## src/rtl/gpc_pkg.sv

```systemverilog
// ----------------------------------------------------------------------------
// gpc_pkg: shared types, constants and functions of the grid path counter
// Field widths, register indexes, per-cell control word and the modular add.
// ----------------------------------------------------------------------------
package gpc_pkg;

   // fixed field widths
   localparam int VAL_W  = 30;
   localparam int ROW_W  = 20;
   localparam int COLS_W = 11;
   localparam int ROWS_W = 21;
   localparam int IDX_W  = 2;
   localparam int CSR_W  = 30;

   // defaults
   localparam int MAX_COLS_DEFAULT = 1024;
   localparam logic [VAL_W-1:0]  MODULUS_RESET   = 30'd1000000007;
   localparam logic [COLS_W-1:0] GRID_COLS_RESET = 11'd1;
   localparam logic [ROWS_W-1:0] GRID_ROWS_RESET = 21'd1;

   // configuration register indexes
   typedef enum logic [IDX_W-1:0] {
      CSR_GRID_COLS = 2'd0,
      CSR_GRID_ROWS = 2'd1,
      CSR_MODULUS   = 2'd2
   } csr_index_type;

   // position flags of one cell, passed from the cursor to the cell stage
   typedef struct packed {
      logic row_zero;
      logic col_zero;
      logic final_cell;
   } cell_ctl_type;

   // one add, then subtract the modulus once if the sum reaches it
   function automatic logic [VAL_W-1:0] mod_add(input logic [VAL_W-1:0] a,
                                                 input logic [VAL_W-1:0] b,
                                                 input logic [VAL_W-1:0] m);
      logic [VAL_W:0] s;
      logic [VAL_W:0] t;
      s = {1'b0, a} + {1'b0, b};
      t = s - {1'b0, m};
      if (s >= {1'b0, m}) begin
         mod_add = t[VAL_W-1:0];
      end else begin
         mod_add = s[VAL_W-1:0];
      end
   endfunction

endpackage

```

## src/rtl/gpc_if.sv

```systemverilog


interface gpc_rsp_if;
   logic                       valid;
   logic                       ready;
   logic [gpc_pkg::VAL_W-1:0]  path_count;
   logic                       final_cell;

   modport source (output valid, output path_count, output final_cell, input ready);
   modport sink   (input valid, input path_count, input final_cell, output ready);
endinterface

```

## src/rtl/gpc_cell.sv

```systemverilog
// ----------------------------------------------------------------------------
// gpc_cell: per-cell path count stage and output register
// Combines the line buffer sums with the horizontal sum, writes the new sums
// back and holds the result word until it is taken.
// ----------------------------------------------------------------------------
module gpc_cell #(
   parameter int MAX_COLS = gpc_pkg::MAX_COLS_DEFAULT
) (
   input  logic                          clock,
   input  logic                          reset,
   input  logic                          load,
   input  logic [$clog2(MAX_COLS)-1:0]   col,
   input  gpc_pkg::cell_ctl_type         ctl,
   input  logic                          is_wall,
   input  logic [gpc_pkg::VAL_W-1:0]     modulus,
   input  logic [2*gpc_pkg::VAL_W-1:0]   rd_data,
   output logic                          in_ready,
   output logic                          wr_en,
   output logic [$clog2(MAX_COLS)-1:0]   wr_addr,
   output logic [2*gpc_pkg::VAL_W-1:0]   wr_data,
   gpc_rsp_if.source                     rsp_port
);

   localparam int VW    = gpc_pkg::VAL_W;
   localparam int COL_W = $clog2(MAX_COLS);

   logic                  s1_valid_ff;
   logic [COL_W-1:0]      s1_col_ff;
   gpc_pkg::cell_ctl_type s1_ctl_ff;
   logic                  s1_wall_ff;
   logic [VW-1:0]         horiz_ff;
   logic [VW-1:0]         diag_left_ff;
   logic                  out_valid_ff;
   logic [VW-1:0]         out_count_ff;
   logic                  out_final_ff;

   logic                  fire;
   logic [VW-1:0]         up, old_diag, left, diag;
   logic [VW-1:0]         sum_ul, count_open, count;
   logic [VW-1:0]         vert_new, diag_new, horiz_new;

   assign fire     = s1_valid_ff && (!out_valid_ff || rsp_port.ready);
   assign in_ready = !s1_valid_ff || fire;

   // path count and updated running sums
   always_comb begin
      up       = s1_ctl_ff.row_zero ? '0 : rd_data[2*VW-1:VW];
      old_diag = s1_ctl_ff.row_zero ? '0 : rd_data[VW-1:0];
      left     = s1_ctl_ff.col_zero ? '0 : horiz_ff;
      diag     = (s1_ctl_ff.row_zero || s1_ctl_ff.col_zero) ? '0 : diag_left_ff;
      sum_ul   = gpc_pkg::mod_add(up, left, modulus);
      if (s1_ctl_ff.row_zero && s1_ctl_ff.col_zero) begin
         count_open = gpc_pkg::mod_add('0, VW'(1), modulus);
      end else begin
         count_open = gpc_pkg::mod_add(sum_ul, diag, modulus);
      end
      if (s1_wall_ff) begin
         count     = '0;
         vert_new  = '0;
         diag_new  = '0;
         horiz_new = '0;
      end else begin
         count     = count_open;
         vert_new  = gpc_pkg::mod_add(up, count_open, modulus);
         diag_new  = gpc_pkg::mod_add(diag, count_open, modulus);
         horiz_new = gpc_pkg::mod_add(left, count_open, modulus);
      end
   end

   // write-back to the line buffer
   assign wr_en   = fire;
   assign wr_addr = s1_col_ff;
   assign wr_data = {vert_new, diag_new};

   // cell stage control
   always_ff @(posedge clock) begin
      if (reset) begin
         s1_valid_ff <= 1'b0;
      end else if (load) begin
         s1_valid_ff <= 1'b1;
      end else if (fire) begin
         s1_valid_ff <= 1'b0;
      end
   end

   always_ff @(posedge clock) begin
      if (load) begin
         s1_col_ff  <= col;
         s1_ctl_ff  <= ctl;
         s1_wall_ff <= is_wall;
      end
   end

   // horizontal sum and diagonal of the cell above-left
   always_ff @(posedge clock) begin
      if (reset) begin
         horiz_ff     <= '0;
         diag_left_ff <= '0;
      end else if (fire) begin
         horiz_ff     <= horiz_new;
         diag_left_ff <= old_diag;
      end
   end

   // output register
   always_ff @(posedge clock) begin
      if (reset) begin
         out_valid_ff <= 1'b0;
      end else if (fire) begin
         out_valid_ff <= 1'b1;
      end else if (rsp_port.ready) begin
         out_valid_ff <= 1'b0;
      end
   end

   always_ff @(posedge clock) begin
      if (fire) begin
         out_count_ff <= count;
         out_final_ff <= s1_ctl_ff.final_cell;
      end
   end

   assign rsp_port.valid      = out_valid_ff;
   assign rsp_port.path_count = out_count_ff;
   assign rsp_port.final_cell = out_final_ff;

endmodule

```

## src/flat_wrapper.sv

```systemverilog
// flat-port wrapper written by rule: the top's interface ports become plain ports
module gpc_cell_flat 
#(
   parameter int MAX_COLS = gpc_pkg::MAX_COLS_DEFAULT
)
  (clock, reset, load, col, ctl, is_wall, modulus, rd_data, in_ready, wr_en, wr_addr, wr_data, rsp_port_valid, rsp_port_path_count, rsp_port_final_cell, rsp_port_ready);
  gpc_rsp_if rsp_port_i ();
  input  logic clock;
  input  logic reset;
  input  logic load;
  input  logic [$clog2(MAX_COLS)-1:0] col;
  input  gpc_pkg::cell_ctl_type ctl;
  input  logic is_wall;
  input  logic [gpc_pkg::VAL_W-1:0] modulus;
  input  logic [2*gpc_pkg::VAL_W-1:0] rd_data;
  output logic in_ready;
  output logic wr_en;
  output logic [$clog2(MAX_COLS)-1:0] wr_addr;
  output logic [2*gpc_pkg::VAL_W-1:0] wr_data;
  output wire logic [$bits(rsp_port_i.valid)-1:0] rsp_port_valid;
  output wire logic [$bits(rsp_port_i.path_count)-1:0] rsp_port_path_count;
  output wire logic [$bits(rsp_port_i.final_cell)-1:0] rsp_port_final_cell;
  input wire logic [$bits(rsp_port_i.ready)-1:0] rsp_port_ready;
  assign rsp_port_valid = rsp_port_i.valid;
  assign rsp_port_path_count = rsp_port_i.path_count;
  assign rsp_port_final_cell = rsp_port_i.final_cell;
  assign rsp_port_i.ready = rsp_port_ready;
  gpc_cell #(.MAX_COLS(MAX_COLS)) u_core (.clock(clock), .reset(reset), .load(load), .col(col), .ctl(ctl), .is_wall(is_wall), .modulus(modulus), .rd_data(rd_data), .in_ready(in_ready), .wr_en(wr_en), .wr_addr(wr_addr), .wr_data(wr_data), .rsp_port(rsp_port_i));
endmodule
```

## config.mk

```make
export PLATFORM = sky130hd
export DESIGN_NAME = gpc_cell_flat
export DESIGN_NICKNAME = d
export VERILOG_FILES = /design/src/rtl/gpc_pkg.sv /design/src/rtl/gpc_if.sv /design/src/rtl/gpc_cell.sv /design/src/flat_wrapper.sv
export SDC_FILE = /design/constraint.sdc
export NUM_CORES = 1
export LEC_CHECK = 0
export ABC_CLOCK_PERIOD_IN_PS = 34800
export BUFFER_PORTS_ARGS = -buffer_cell sky130_fd_sc_hd__buf_2
export CORE_MARGIN = 4
export CORE_UTILIZATION = 63
export DETAILED_ROUTE_END_ITERATION = 7
export GPL_TIMING_DRIVEN = 0
export PLACE_DENSITY = 0.93
export SLEW_MARGIN = 15
export SYNTH_ARGS = -nofsm -noshare
export SYNTH_HDL_FRONTEND = slang
export SYNTH_SLANG_ARGS = --single-unit
```

## constraint.sdc

```tcl
create_clock -name clock -period 34.8 [get_ports clock]
set_input_delay 6.96 -clock clock [delete_from_list [all_inputs] [get_ports clock]]
set_output_delay 6.96 -clock clock [all_outputs]
set_load 0.02 [all_outputs]
```

==> flow_summary.ini <==
[status]
status = finished, final reports clean

[place]
dp_slack_ps = -558
dp_cells = 3479
dp_hpwl_mm = 67.5
portBuffers = 209
gp_congestion = 1.03
dpl_cell_area_um2 = 22800

[route]
viasPerCell = 6.79
drtIter0Drc = 3169
drt-pass1-iter-count = 6
drc_errors = 0
wl_per_cell_um = 23.2
ant_nets = 0
vias = 23800
routed_wl_mm = 81.2

[logic_synthesis]
avgSynthCellArea_um2 = 7.49
yosys.area.top_type_share = 0.168
seq_area_frac_synth = 0.122
ys_ff_latch = 107
synth_edf_count = 45
yosys.area.top_type = ha_1
synth_fp_nets = 3228
yosysWarnings = 0
syn_inst = 2828
synth_area_um2 = 21200
synth_area_leaders = ha_1, xnor2_1, edfxtp_1
ys_types = 100
synthArstFlopShare = 0
synth_ff_type = dfxtp_1

[critical_path]
reg2reg_slack_ps = 13690
rr_startpoint = u_core.s1_ctl_ff[2]$_DFFE_PP_
crit_path_frequent_cell = a21oi_1
r2r_end = u_core.horiz_ff[1]$_SDFFE_PP0P_
crit_arrival_ps = 27110
cpMaxStageDelayCell = a2111oi_4
startpoint_type = input pin
cp_slowest_stage_delay_ps = 520
critical_path_buf_inv_count = 6
critPathMaxFanout = 10
rr_worst_depth = 72
cp.depth = 80
endpoint_kind = primary output
cp.required_ps = 27840
crit_family = compound AO/OA/AOI/OAI gates
crit_type = input pin to primary output

[grt]
globalRouteTotalUtil = 0.425
first_global_vias = 22400
grt_remaining_overflow = 0
antenna_found_initial = 0
grt_max_degree = 42
grt_pass1_wl_mm = 121

[sta]
min_period_over_period = 0.979
holdWs_ps = 413
fmax_ghz = 0.0293
fin_setup_tns_ps = 0
slew_violations = 0
min_period_ps = 34070
tightestPinTransition_ps = 1170
final-hold-violation-count = 0
setup_violations = 0
fin_skew_ps = 29.1
setup_slack_ps = 727
slew_headroom = 0.213
grt_setup_unrepaired = no

[clock_tree]
clockBufferDepth = 2
insertion_delay_ps = 410
clk_pin_slew_ps = 100
root_buffer = clkbuf_16
cts_buffers = 9
cts_max_level = 3
cts_tree = built
cts.sinks = 107

[cells_and_area]
fin_area_um2 = 23200
utilization = 0.705
area_delta_synth_final_pct = 9.31
drive_above_1_share = 0.113
nets = 3451
layout.cells.non_filler = 3500
fillers = 2681

[hold_path]
hold_depth = 0
hold-path-endpoint = u_core.rsp_port.final_cell$_DFFE_PP_
hp-class = register to register
hp-start = u_core.s1_ctl_ff[0]$_DFFE_PP_

[pwr]
p_total_mw = 2.77
vdd_drop_max_uv = 68.7
power_leakage_nw = 11.3
p_per_area_nw_per_um2 = 119

[die]
rows = 66
start_util = 0.645
dieArea_um2 = 36600
die_x_um = 191
io_pins = 212
core_area_um2 = 32900
fp.dieH_um = 191

[job]
cap_violations = 0
## worst max-delay path by stage
stage | start | to | slack, ps
final | rd_data[31] | wr_data[27] | 730
after global routing | rd_data[32] | wr_data[23] | 20
after CTS | rd_data[32] | wr_data[1] | 20
after detailed placement | rd_data[32] | wr_data[28] | -560
after global placement | rd_data[32] | wr_data[28] | -170
after floorplan | rd_data[32] | wr_data[0] | 4300
## Yosys cell counts, types with 60 or more instances
cell,n
a21o_1,106
a21oi_1,235
and3_1,60
clkbuf_1,70
dfxtp_1,62
ha_1,285
inv_1,123
mux2i_1,77
nand2_1,212
nand3_1,60
nor2_1,284
nor2b_1,110
nor3_1,67
o21ai_0,150
xnor2_1,175
xor2_1,69
## sequential cells by signal, summed over array words and instances, names as in the netlist
signal and count:
u_core.rsp_port.final_cell 1, u_core.horiz_ff 30, u_core.wr_addr 10, u_core.s1_valid_ff 1, u_core.s1_wall_ff 1, u_core.rsp_port.valid 1
u_core.rsp_port.path_count 30, u_core.diag_left_ff 30, u_core.s1_ctl_ff 3
## kinds of logic (layout without fill, tap and decap cells)
family	after synthesis	in the layout	synth area share
AO/OA/AOI/OAI	835	835	0.264
XOR/XNOR	244	244	0.101
adder cells (fa/ha/maj)	299	299	0.178
buffers and inverters	207	435	0.0381
flip-flops	107	107	0.122
multiplexers	113	113	0.0555
other	0	2	0
AND/OR/NAND/NOR	1023	1023	0.240
## power breakdown
| part | total, mW | switching, mW | internal, mW |
|---|---|---|---|
| Clock | 0.113 | 0.0630 | 0.0497 |
| Combinational | 2.49 | 1.51 | 0.982 |
| Sequential | 0.161 | 0.00900 | 0.152 |
## layout make-up
| cell class | instances | area, um^2 | area share |
|---|---|---|---|
| diodes | 2 | 5.00 | 0.000216 |
| plain buffers | 83 | 365 | 0.0158 |
| clock buffers | 10 | 229 | 0.00988 |
| clock inverters | 6 | 45.0 | 0.00194 |
| inverters | 124 | 465 | 0.0201 |
| multi-input cells | 2514 | 17800 | 0.770 |
| flip-flops and latches | 107 | 2590 | 0.112 |
| well taps | 442 | 553 | 0.0239 |
| repair buffers | 212 | 1070 | 0.0461 |
## per-layer routing
layer | GRT usage | part of all wire
met1 | 0.566 | 0.40
met2 | 0.667 | 0.43
met3 | 0.0805 | 0.12
met4 | 0.195 | 0.051
met5 | 0 | 0
## cells in the final DEF, fill, tap and decap left out, types with 67 or more instances in the layout
cell	count
ha_1	285
nor2_1	284
a21oi_1	235
buf_2	217
nand2_1	212
xnor2_1	175
o21ai_0	149
inv_1	123
nor2b_1	109
a21o_1	106
mux2i_1	77
xor2_1	68
nor3_1	67
## what timing repair did
action,4_1_cts,5_1_grt
buffers inserted,0,3
pin swaps,0,2
resized for setup,6,23
gates cloned,0,0
hold buffers,0,0
setup endpoints to repair,28,60
Power figures use the tool's default switching activity.
