File: config.mk
export PLATFORM = sky130hd
export DESIGN_NAME = gpc_cursor
export DESIGN_NICKNAME = d
export VERILOG_FILES = /design/src/rtl/gpc_pkg.sv /design/src/rtl/gpc_cursor.sv
export SDC_FILE = /design/constraint.sdc
export NUM_CORES = 1
export LEC_CHECK = 0
export ABC_AREA = 1
export BUFFER_PORTS_ARGS = -buffer_cell sky130_fd_sc_hd__buf_2
export CAP_MARGIN = 10
export CORE_ASPECT_RATIO = 0.5
export CORE_UTILIZATION = 24
export DETAILED_ROUTE_END_ITERATION = 8
export GPL_ROUTABILITY_DRIVEN = 0
export PLACE_DENSITY = 0.41
export SYNTH_ARGS = -nofsm -noshare
export SYNTH_HDL_FRONTEND = slang
export SYNTH_SLANG_ARGS = --single-unit
File: constraint.sdc
create_clock -name clock -period 5.99 [get_ports clock]
set_clock_uncertainty 0.15 [all_clocks]
set_input_delay 1.198 -clock clock [delete_from_list [all_inputs] [get_ports clock]]
set_output_delay 1.198 -clock clock [all_outputs]
set_load 0.01 [all_outputs]
File: src/rtl/gpc_pkg.sv
// ----------------------------------------------------------------------------
// gpc_pkg: shared types, constants and functions of the grid path counter
// Field widths, register indexes, per-cell control word and the modular add.
// ----------------------------------------------------------------------------
package gpc_pkg;

   // fixed field widths
   localparam int VAL_W  = 30;
   localparam int ROW_W  = 20;
   localparam int COLS_W = 11;
   localparam int ROWS_W = 21;
   localparam int IDX_W  = 2;
   localparam int CSR_W  = 30;

   // defaults
   localparam int MAX_COLS_DEFAULT = 1024;
   localparam logic [VAL_W-1:0]  MODULUS_RESET   = 30'd1000000007;
   localparam logic [COLS_W-1:0] GRID_COLS_RESET = 11'd1;
   localparam logic [ROWS_W-1:0] GRID_ROWS_RESET = 21'd1;

   // configuration register indexes
   typedef enum logic [IDX_W-1:0] {
      CSR_GRID_COLS = 2'd0,
      CSR_GRID_ROWS = 2'd1,
      CSR_MODULUS   = 2'd2
   } csr_index_type;

   // position flags of one cell, passed from the cursor to the cell stage
   typedef struct packed {
      logic row_zero;
      logic col_zero;
      logic final_cell;
   } cell_ctl_type;

   // one add, then subtract the modulus once if the sum reaches it
   function automatic logic [VAL_W-1:0] mod_add(input logic [VAL_W-1:0] a,
                                                 input logic [VAL_W-1:0] b,
                                                 input logic [VAL_W-1:0] m);
      logic [VAL_W:0] s;
      logic [VAL_W:0] t;
      s = {1'b0, a} + {1'b0, b};
      t = s - {1'b0, m};
      if (s >= {1'b0, m}) begin
         mod_add = t[VAL_W-1:0];
      end else begin
         mod_add = s[VAL_W-1:0];
      end
   endfunction

endpackage

File: src/rtl/gpc_cursor.sv
// ----------------------------------------------------------------------------
// gpc_cursor: raster position of the incoming cell
// Tracks row and column, wraps at the column count and flags the final cell.
// ----------------------------------------------------------------------------
module gpc_cursor #(
   parameter int MAX_COLS = gpc_pkg::MAX_COLS_DEFAULT
) (
   input  logic                          clock,
   input  logic                          reset,
   input  logic                          advance,
   input  logic                          first_cell,
   input  logic [gpc_pkg::COLS_W-1:0]    grid_cols,
   input  logic [gpc_pkg::ROWS_W-1:0]    grid_rows,
   output logic [$clog2(MAX_COLS)-1:0]   col,
   output gpc_pkg::cell_ctl_type         ctl
);

   localparam int COL_W = $clog2(MAX_COLS);
   localparam int CNT_W = COL_W + 1;

   logic [gpc_pkg::ROW_W-1:0]  row_ff, row_in;
   logic [COL_W-1:0]           col_ff, col_in;
   logic [CNT_W-1:0]           eff_cols;
   logic [gpc_pkg::ROWS_W-1:0] eff_rows;
   logic [gpc_pkg::ROW_W-1:0]  cur_row;
   logic [COL_W-1:0]           cur_col;
   logic [CNT_W-1:0]           col_plus;
   logic [gpc_pkg::ROWS_W-1:0] row_plus;
   logic                       last_col;

   // effective column and row counts
   always_comb begin
      if (grid_cols == '0) begin
         eff_cols = CNT_W'(1);
      end else if (32'(grid_cols) > 32'(MAX_COLS)) begin
         eff_cols = CNT_W'(MAX_COLS);
      end else begin
         eff_cols = CNT_W'(grid_cols);
      end
      eff_rows = (grid_rows == '0) ? gpc_pkg::ROWS_W'(1) : grid_rows;
   end

   // position of this cell, then of the next one
   always_comb begin
      if (first_cell) begin
         cur_row = '0;
         cur_col = '0;
      end else if ({1'b0, col_ff} >= eff_cols) begin
         cur_row = row_ff + gpc_pkg::ROW_W'(1);
         cur_col = '0;
      end else begin
         cur_row = row_ff;
         cur_col = col_ff;
      end
      col_plus = {1'b0, cur_col} + CNT_W'(1);
      row_plus = {1'b0, cur_row} + gpc_pkg::ROWS_W'(1);
      last_col = (col_plus == eff_cols);
      if (last_col) begin
         col_in = '0;
         row_in = cur_row + gpc_pkg::ROW_W'(1);
      end else begin
         col_in = col_plus[COL_W-1:0];
         row_in = cur_row;
      end
      col            = cur_col;
      ctl.row_zero   = (cur_row == '0);
      ctl.col_zero   = (cur_col == '0);
      ctl.final_cell = last_col && (row_plus == eff_rows);
   end

   always_ff @(posedge clock) begin
      if (reset) begin
         row_ff <= '0;
         col_ff <= '0;
      end else if (advance) begin
         row_ff <= row_in;
         col_ff <= col_in;
      end
   end

endmodule

==> results of run 1 <==
## worst max-delay path by stage
stage             end  slack [ns]  depth (start not counted)
2_1_floorplan  ctl[0]        0.02                         34
3_3_place_gp   ctl[0]       -0.36                         34
3_5_place_dp   ctl[0]       -0.41                         32
4_1_cts        ctl[0]       -0.21                         35
5_1_grt        ctl[0]       -0.62                         34
6_report       ctl[0]       -0.24                         37
## registers in the layout, summed over array words and instances (netlist names)
name / flops
col_ff: 10
row_ff: 20
## cell families after synthesis
family,Yosys count,share of synthesized area [%]
compound gates,37,4.410
simple gates,614,61.34
xor+xnor,17,3.699
buf+inv,141,12.92
flops,30,13.66
fa+ha+maj,14,3.983
## critical path: cells and delay by family
| kind | cells | cell delay (ns) |
|---|---|---|
| and+or+nand+nor | 25 | 2.16 |
| buffers and inverters | 11 | 1.24 |
| adders and majority gates | 1 | 0.28 |
## cell usage after synthesis (all sizes together)
library cell,number,area [um^2]
dfxtp,30,600.6
xnor2,8,70.07
nand3b,4,30.03
a21boi,1,11.26
nor2,101,445.4
nand4,36,231.5
o21ai,11,55.05
ha,14,175.2
nand2,332,1264
xor2,8,70.07
xnor3,1,22.52
clkbuf,8,30.03
o21bai,1,7.510
inv,114,427.9
nor4,5,31.28
nand3,128,645.6
nor3,8,50.05
clkinv,2,7.510
buf,17,102.6
a21oi,24,120.1
## routing by layer
metal	part of all wire (%)	vias to the layer above
met3	3.7	7
met1	52	2793
li1	-	3113
met5	0	-
met4	0.44	0
met2	44	127
## layout make-up
cell class	count	area [um^2]
fill	1983	11040
multi-input combinational	682	3528
timing repair buffer	219	1610
sequential	30	600.6
inverter	116	437.9
tap	234	292.8
clock buffer	7	142.6
clock inverter	1	5.005
## per-stage QoR
step | cell area, um^2 | cells | util [%]
finish | 6618 | 1289 | 37.48
floorplan | 4413 | 853 | -
detailed placement | 6020 | 1268 | 34.10
global placement | 6020 | 1268 | 34.10
CTS | 6385 | 1284 | 36.17
global route | 6618 | 1289 | 37.48
## power breakdown
group / internal [W] / switching (W) / leakage (nW) / total (W)
combinational: 0.0000675 / 0.0000960 / 3.09 / 0.000163
sequential: 0.000201 / 0.00000222 / 0.242 / 0.000204
clock: 0.000165 / 0.000101 / 0.0739 / 0.000266
total: 0.000434 / 0.000199 / 3.41 / 0.000633
## repair_timing
action	in CTS	in global routing
pin swaps	19	11
buffers inserted	8	4
gates cloned	0	2
resized for setup	42	36
setup endpoints to repair	2	2
==> results.sh, run 1 <==
export IMPL_yosys_warnings=0
export IMPL_row_count=34
export IMPL_r2r_start="col_ff[2]"
export IMPL_finalWorstSetupSlack_ns=-0.2364
export IMPL_cts_sinks=30
export IMPL_tightest_slew_ns=1.124
export IMPL_cts_max_level=2
export IMPL_ir_drop_uv=88.89
export IMPL_gr_usage_all_layers_pct=19.62
export IMPL_gr_usage_met1_pct=27.83
export IMPL_vias=6040
export IMPL_wl_per_cell_um=14.27
export IMPL_slew_headroom_pct=24.99
export IMPL_synth_seq_cells=30
export IMPL_fin_setup_tns_ns=-0.3308
export IMPL_drc_errors=6
export IMPL_post_route_min_period_ns=6.226
export IMPL_postRouteAntennaNets=0
export IMPL_cp_common_cell="nand2_1"
export IMPL_clk_latency_ns=0.28
export IMPL_die_y_um=97.72
export IMPL_p_total_w=0.0006332
export IMPL_numCtsBuffers=5
export IMPL_syn_avg_cell_area_um2=5.156
export IMPL_syn_area_um2=4398
export IMPL_maxSlewViolCount=0
export IMPL_drive_gt1_share_pct=30.24
export IMPL_slowest_delay_ns=0.28
export IMPL_clk_pin_slew_ns=0.05
export IMPL_layout_common_cells="nand2_1 (305), buf_4 (161), nand3_1 (122)"
export IMPL_ios=49
export IMPL_overflow=0
export IMPL_fp_coreArea_um2=17650
export IMPL_final_common_cell="nand2_1"
export IMPL_start_util_pct=24.91
export IMPL_clock_root_buffer="clkbuf_16"
export IMPL_post_place_ws_ns=-0.4064
export IMPL_setup_violations=2
export IMPL_holdWs_ns=0.3216
export IMPL_p_leak_nw=3.410
export IMPL_rsz0062_at_grt="true"
export IMPL_cts_tree="yes"
export IMPL_fmax_mhz=160.6
export IMPL_whs_endpoint="col_ff[0]"
export IMPL_start_kind="input port"
export IMPL_status="finished, violations left"
export IMPL_antenna_found_initial=0
export IMPL_hold_depth=2
export IMPL_die_w_um=193.4
export IMPL_numPortBuffers=48
export IMPL_grt_pass1_vias=5819
export IMPL_area_growth_pct=50.47
export IMPL_p_per_area_nw_per_um2=95.68
export IMPL_cp_max_fo=3
export IMPL_routed_via_density=4.686
export IMPL_startpoint="grid_cols[3]"
export IMPL_crit_type="in2out"
export IMPL_cp_required_ns=4.64
export IMPL_cts_path_max_buffers=2
export IMPL_syn_nets=903
export IMPL_drv_cap=0
export IMPL_nets=1104
export IMPL_top_usage_layer="met2"
export IMPL_dieArea_um2=18900
export IMPL_met2_usage_pct=32.75
export IMPL_drtPass1Iterations=7
export IMPL_grt_max_degree=41
export IMPL_ys_seq_area_share_pct=13.66
export IMPL_crit_path_end_kind="output pin"
export IMPL_violations="design-rule violations, negative setup slack"
export IMPL_drtIter0Drc=383
export IMPL_wl_mm=18.39
export IMPL_hold_viol=0
export IMPL_diodes=0
export IMPL_syn_inst=853
export IMPL_grt_pass1_wl_mm=29.59
export IMPL_hold_buffers=0
export IMPL_worstPathArrival_ns=4.88
export IMPL_hp_class="reg2reg"
export IMPL_fin_crit_sh_pct=103.9
export IMPL_timing_rr_end="row_ff[3]"
export IMPL_global_route_usage_met3_pct=2.048
export IMPL_reg2reg_depth=24
export IMPL_netlist_cell_type_count=32
export IMPL_ff2ff_setup_slack_ns=1.93
export IMPL_crit_slowest_cell="ha_4"
export IMPL_hpwl_mm=14.51
export IMPL_worstHoldStart="col_ff[0]"
(Power assumes the default switching activity.)
==> run 2: changes to the inputs <==
- ABC_AREA: 1 -> unset
==> results.sh, run 2 <==
export IMPL_post_place_ws_ns=-0.8141
export IMPL_start_util_pct=24.87
export IMPL_timing_rr_end="row_ff[15]"
export IMPL_post_dp_cell_area_um2=5595
export IMPL_maxSlewViolCount=0
export IMPL_cp_buffers_inverters=3
export IMPL_cts_max_level=2
export IMPL_worstHoldStart="row_ff[19]"
export IMPL_numPortBuffers=48
export IMPL_hold_viol=0
export IMPL_holdWs_ns=0.3470
export IMPL_largestRegisters="row_ff: 20 flops, col_ff: 10 flops"
export IMPL_crit_family="simple AND/OR/NAND/NOR gates"
export IMPL_p_per_area_nw_per_um2=120.2
export IMPL_p_comb_share_pct=27.7
export IMPL_worst_path_stages=24
export IMPL_dieArea_um2=18830
export IMPL_p_int_w=0.0004856
export IMPL_ys_seq_area_share_pct=13.71
export IMPL_ir_drop_uv=90.75
export IMPL_die_w_um=193.1
export IMPL_vias=4985
export IMPL_finalWorstSetupSlack_ns=-0.9210
export IMPL_place_inst=958
export IMPL_routed_via_density=5.129
export IMPL_reg2reg_depth=20
export IMPL_largest_register_ffs=20
export IMPL_synth_largest_area_cell="dfxtp_1"
export IMPL_clk_latency_ns=0.29
export IMPL_hold_depth=2
export IMPL_drive_gt1_share_pct=32.11
export IMPL_fmax_mhz=144.7
export IMPL_syn_nets=659
export IMPL_p_switching_w=0.0002228
export IMPL_syn_inst=609
export IMPL_netlist_cell_type_count=85
export IMPL_synth_most_common_cell="nor2_1"
export IMPL_clock_root_buffer="clkbuf_16"
export IMPL_drv_cap=0
export IMPL_synth_seq_cells=30
export IMPL_cts_sinks=30
export IMPL_drtIter0Drc=294
export IMPL_fill_cells=1954
export IMPL_wl_per_cell_um=16.81
export IMPL_yosys_top_cells_count="nor2_1 (70), nand2_1 (62), xnor2_1 (49)"
export IMPL_status="finished, violations left"
export IMPL_synth_top_area_share_pct=13.71
export IMPL_yosys_top_cells_area="dfxtp_1 (14%), xnor2_1 (9.8%), nor2_1 (6.0%), nand2_1 (5.3%), xor2_1 (5.0%)"
export IMPL_postRouteAntennaNets=0
export IMPL_synth_edf_count=0
export IMPL_wl_mm=16.34
export IMPL_multi_input_area_um2=3685
export IMPL_cts_path_max_buffers=2
export IMPL_p_clk_share_pct=41.2
export IMPL_cp_cell_sequence="buf_2 -> nor4_2 -> a31oi_1 -> nor2_1 -> ha_1 -> nor2b_1 -> o21ai_2 -> a31oi_4 -> and3_4 -> nand2_1 -> inv_2 -> ha_4 -> and4_4 -> and4_4 -> xnor2_4 -> xnor2_1 -> o311a_1 -> a211oi_2 -> and4b_2 -> o2111ai_2 -> nor4_2 -> nand4_1 -> nor4_2 -> buf_2"
export IMPL_rsz0062_at_grt="true"
export IMPL_violations="design-rule violations, negative setup slack"
export IMPL_slew_headroom_pct=41.91
export IMPL_final_area_um2=5896
export IMPL_cp_max_fo=5
export IMPL_sw_frac_of_total_pct=31.45
export IMPL_fin_cells=972
export IMPL_nets=787
export IMPL_r2r_start="col_ff[9]"
export IMPL_syn_area_um2=4380
export IMPL_area_growth_pct=34.59
export IMPL_die_y_um=97.53
export IMPL_whs_endpoint="row_ff[19]"
export IMPL_cts_tree="yes"
export IMPL_gr_usage_all_layers_pct=17.51
export IMPL_diodes=0
export IMPL_hpwl_mm=12.78
export IMPL_drc_errors=8
export IMPL_crit_slowest_cell="nor4_2"
export IMPL_post_route_min_period_ns=6.911
export IMPL_async_flop_share_pct=0
export IMPL_fin_crit_sh_pct=115.4
export IMPL_overflow=0
export IMPL_cp_common_cell="nor4_2"
export IMPL_antenna_found_initial=0
export IMPL_p_leak_nw=2.224
export IMPL_p_seq_share_pct=31.1
export IMPL_final_common_cell="buf_4"
export IMPL_grt_max_degree=46
export IMPL_drtPass1Iterations=7
export IMPL_synth_main_ff_cell="dfxtp_1"
export IMPL_crit_type="in2out"
export IMPL_ff2ff_setup_slack_ns=1.34
export IMPL_crit_path_end_kind="output pin"
export IMPL_grt_pass1_vias=4627
export IMPL_top_register="row_ff"
export IMPL_seqCellArea_um2=600.6
export IMPL_slowest_delay_ns=0.37
export IMPL_worstPathArrival_ns=5.56
export IMPL_start_kind="input port"
export IMPL_yosys_warnings=0
export IMPL_fp_coreArea_um2=17610
export IMPL_tightest_slew_ns=0.8714
export IMPL_row_count=34
export IMPL_setup_violations=1
export IMPL_grt_pass1_wl_mm=25.61
export IMPL_hp_class="reg2reg"
export IMPL_clk_pin_slew_ns=0.06
export IMPL_numCtsBuffers=5
export IMPL_cp_required_ns=4.64
export IMPL_ios=49
export IMPL_syn_avg_cell_area_um2=7.193
export IMPL_layout_common_cells="buf_4 (116), nor2_1 (69), nand2_1 (61)"
## run 2: kinds of logic (layout without fill, tap and decap cells)
family                   after synthesis  after routing  share of synthesized area, %
multiplexers                           9              9                         2.085
AO/OA/AOI/OAI                        140            140                         22.51
adder cells (fa/ha/maj)               14             14                         3.999
XOR/XNOR                              76             76                         15.68
flip-flops                            30             30                         13.71
buffers and inverters                 54            183                         6.227
AND/OR/NAND/NOR                      286            286                         35.79
## run 2: power groups by stage
| stage | sequential, W | combinational [W] | clock [W] |
|---|---|---|---|
| after global routing | 0.000222 | 0.000215 | 0.000309 |
| final | 0.000220 | 0.000196 | 0.000292 |
| after detailed placement | 0.000224 | 0.000190 | 0 |
| after global placement | 0.000224 | 0.000189 | 0 |
| after floorplan | 0.000216 | 0.000116 | 0 |
| after CTS | 0.000220 | 0.000193 | 0.000301 |
## run 2: tightest hold or removal path: stages, from the launching register on
cell and delay [ns]:
dfxtp_1 0.32, nor2_1 0.08, a211oi_1 0.05
## run 2: final cells by class
class / instances / share of cell area, %
multi-input combinational: 525 / 62.50
timing repair buffer: 163 / 18.76
sequential: 30 / 10.19
tap: 234 / 4.966
clock buffer: 8 / 2.823
inverter: 12 / 0.7640
## run 2: worst max path at each step
stage,from,slack (ns),end
after floorplan,grid_cols[3],-0.73,ctl[0]
after global placement,grid_cols[3],-0.75,ctl[0]
after detailed placement,grid_cols[3],-0.81,ctl[0]
after CTS,grid_cols[3],-0.79,ctl[0]
after global routing,grid_cols[2],-1.10,ctl[0]
final,grid_cols[6],-0.92,ctl[0]
## run 2: metrics by stage
stage / util (%) / setup TNS (ns) / total power [W]
global placement: 31.77 / -0.9134 / 0.0004135
detailed placement: 31.77 / -0.9080 / 0.0004143
finish: 33.48 / -0.9210 / 0.0007084
global route: 33.48 / -1.112 / 0.0007453
floorplan: - / -0.7252 / 0.0003315
CTS: 32.92 / -0.7941 / 0.0007142
## run 2: layer usage
| metal | global-route usage [%] | share of wire, % | up-vias |
|---|---|---|---|
| met3 | 2.636 | 4.5 | 20 |
| met4 | 3.726 | 1.6 | 0 |
| met5 | 0 | 0 | - |
| li1 | - | - | 2469 |
| met1 | 24.23 | 48 | 2389 |
| met2 | 28.38 | 46 | 107 |
## run 2: what timing repair did
item | CTS | global route
cloned | 0 | 0
hold endpoints to repair | 0 | 0
endpoints found under the setup margin | 2 | 2
hold buffers | 0 | 0
pin swaps | 0 | 13
resized for setup | 7 | 13
buffers inserted | 0 | 6
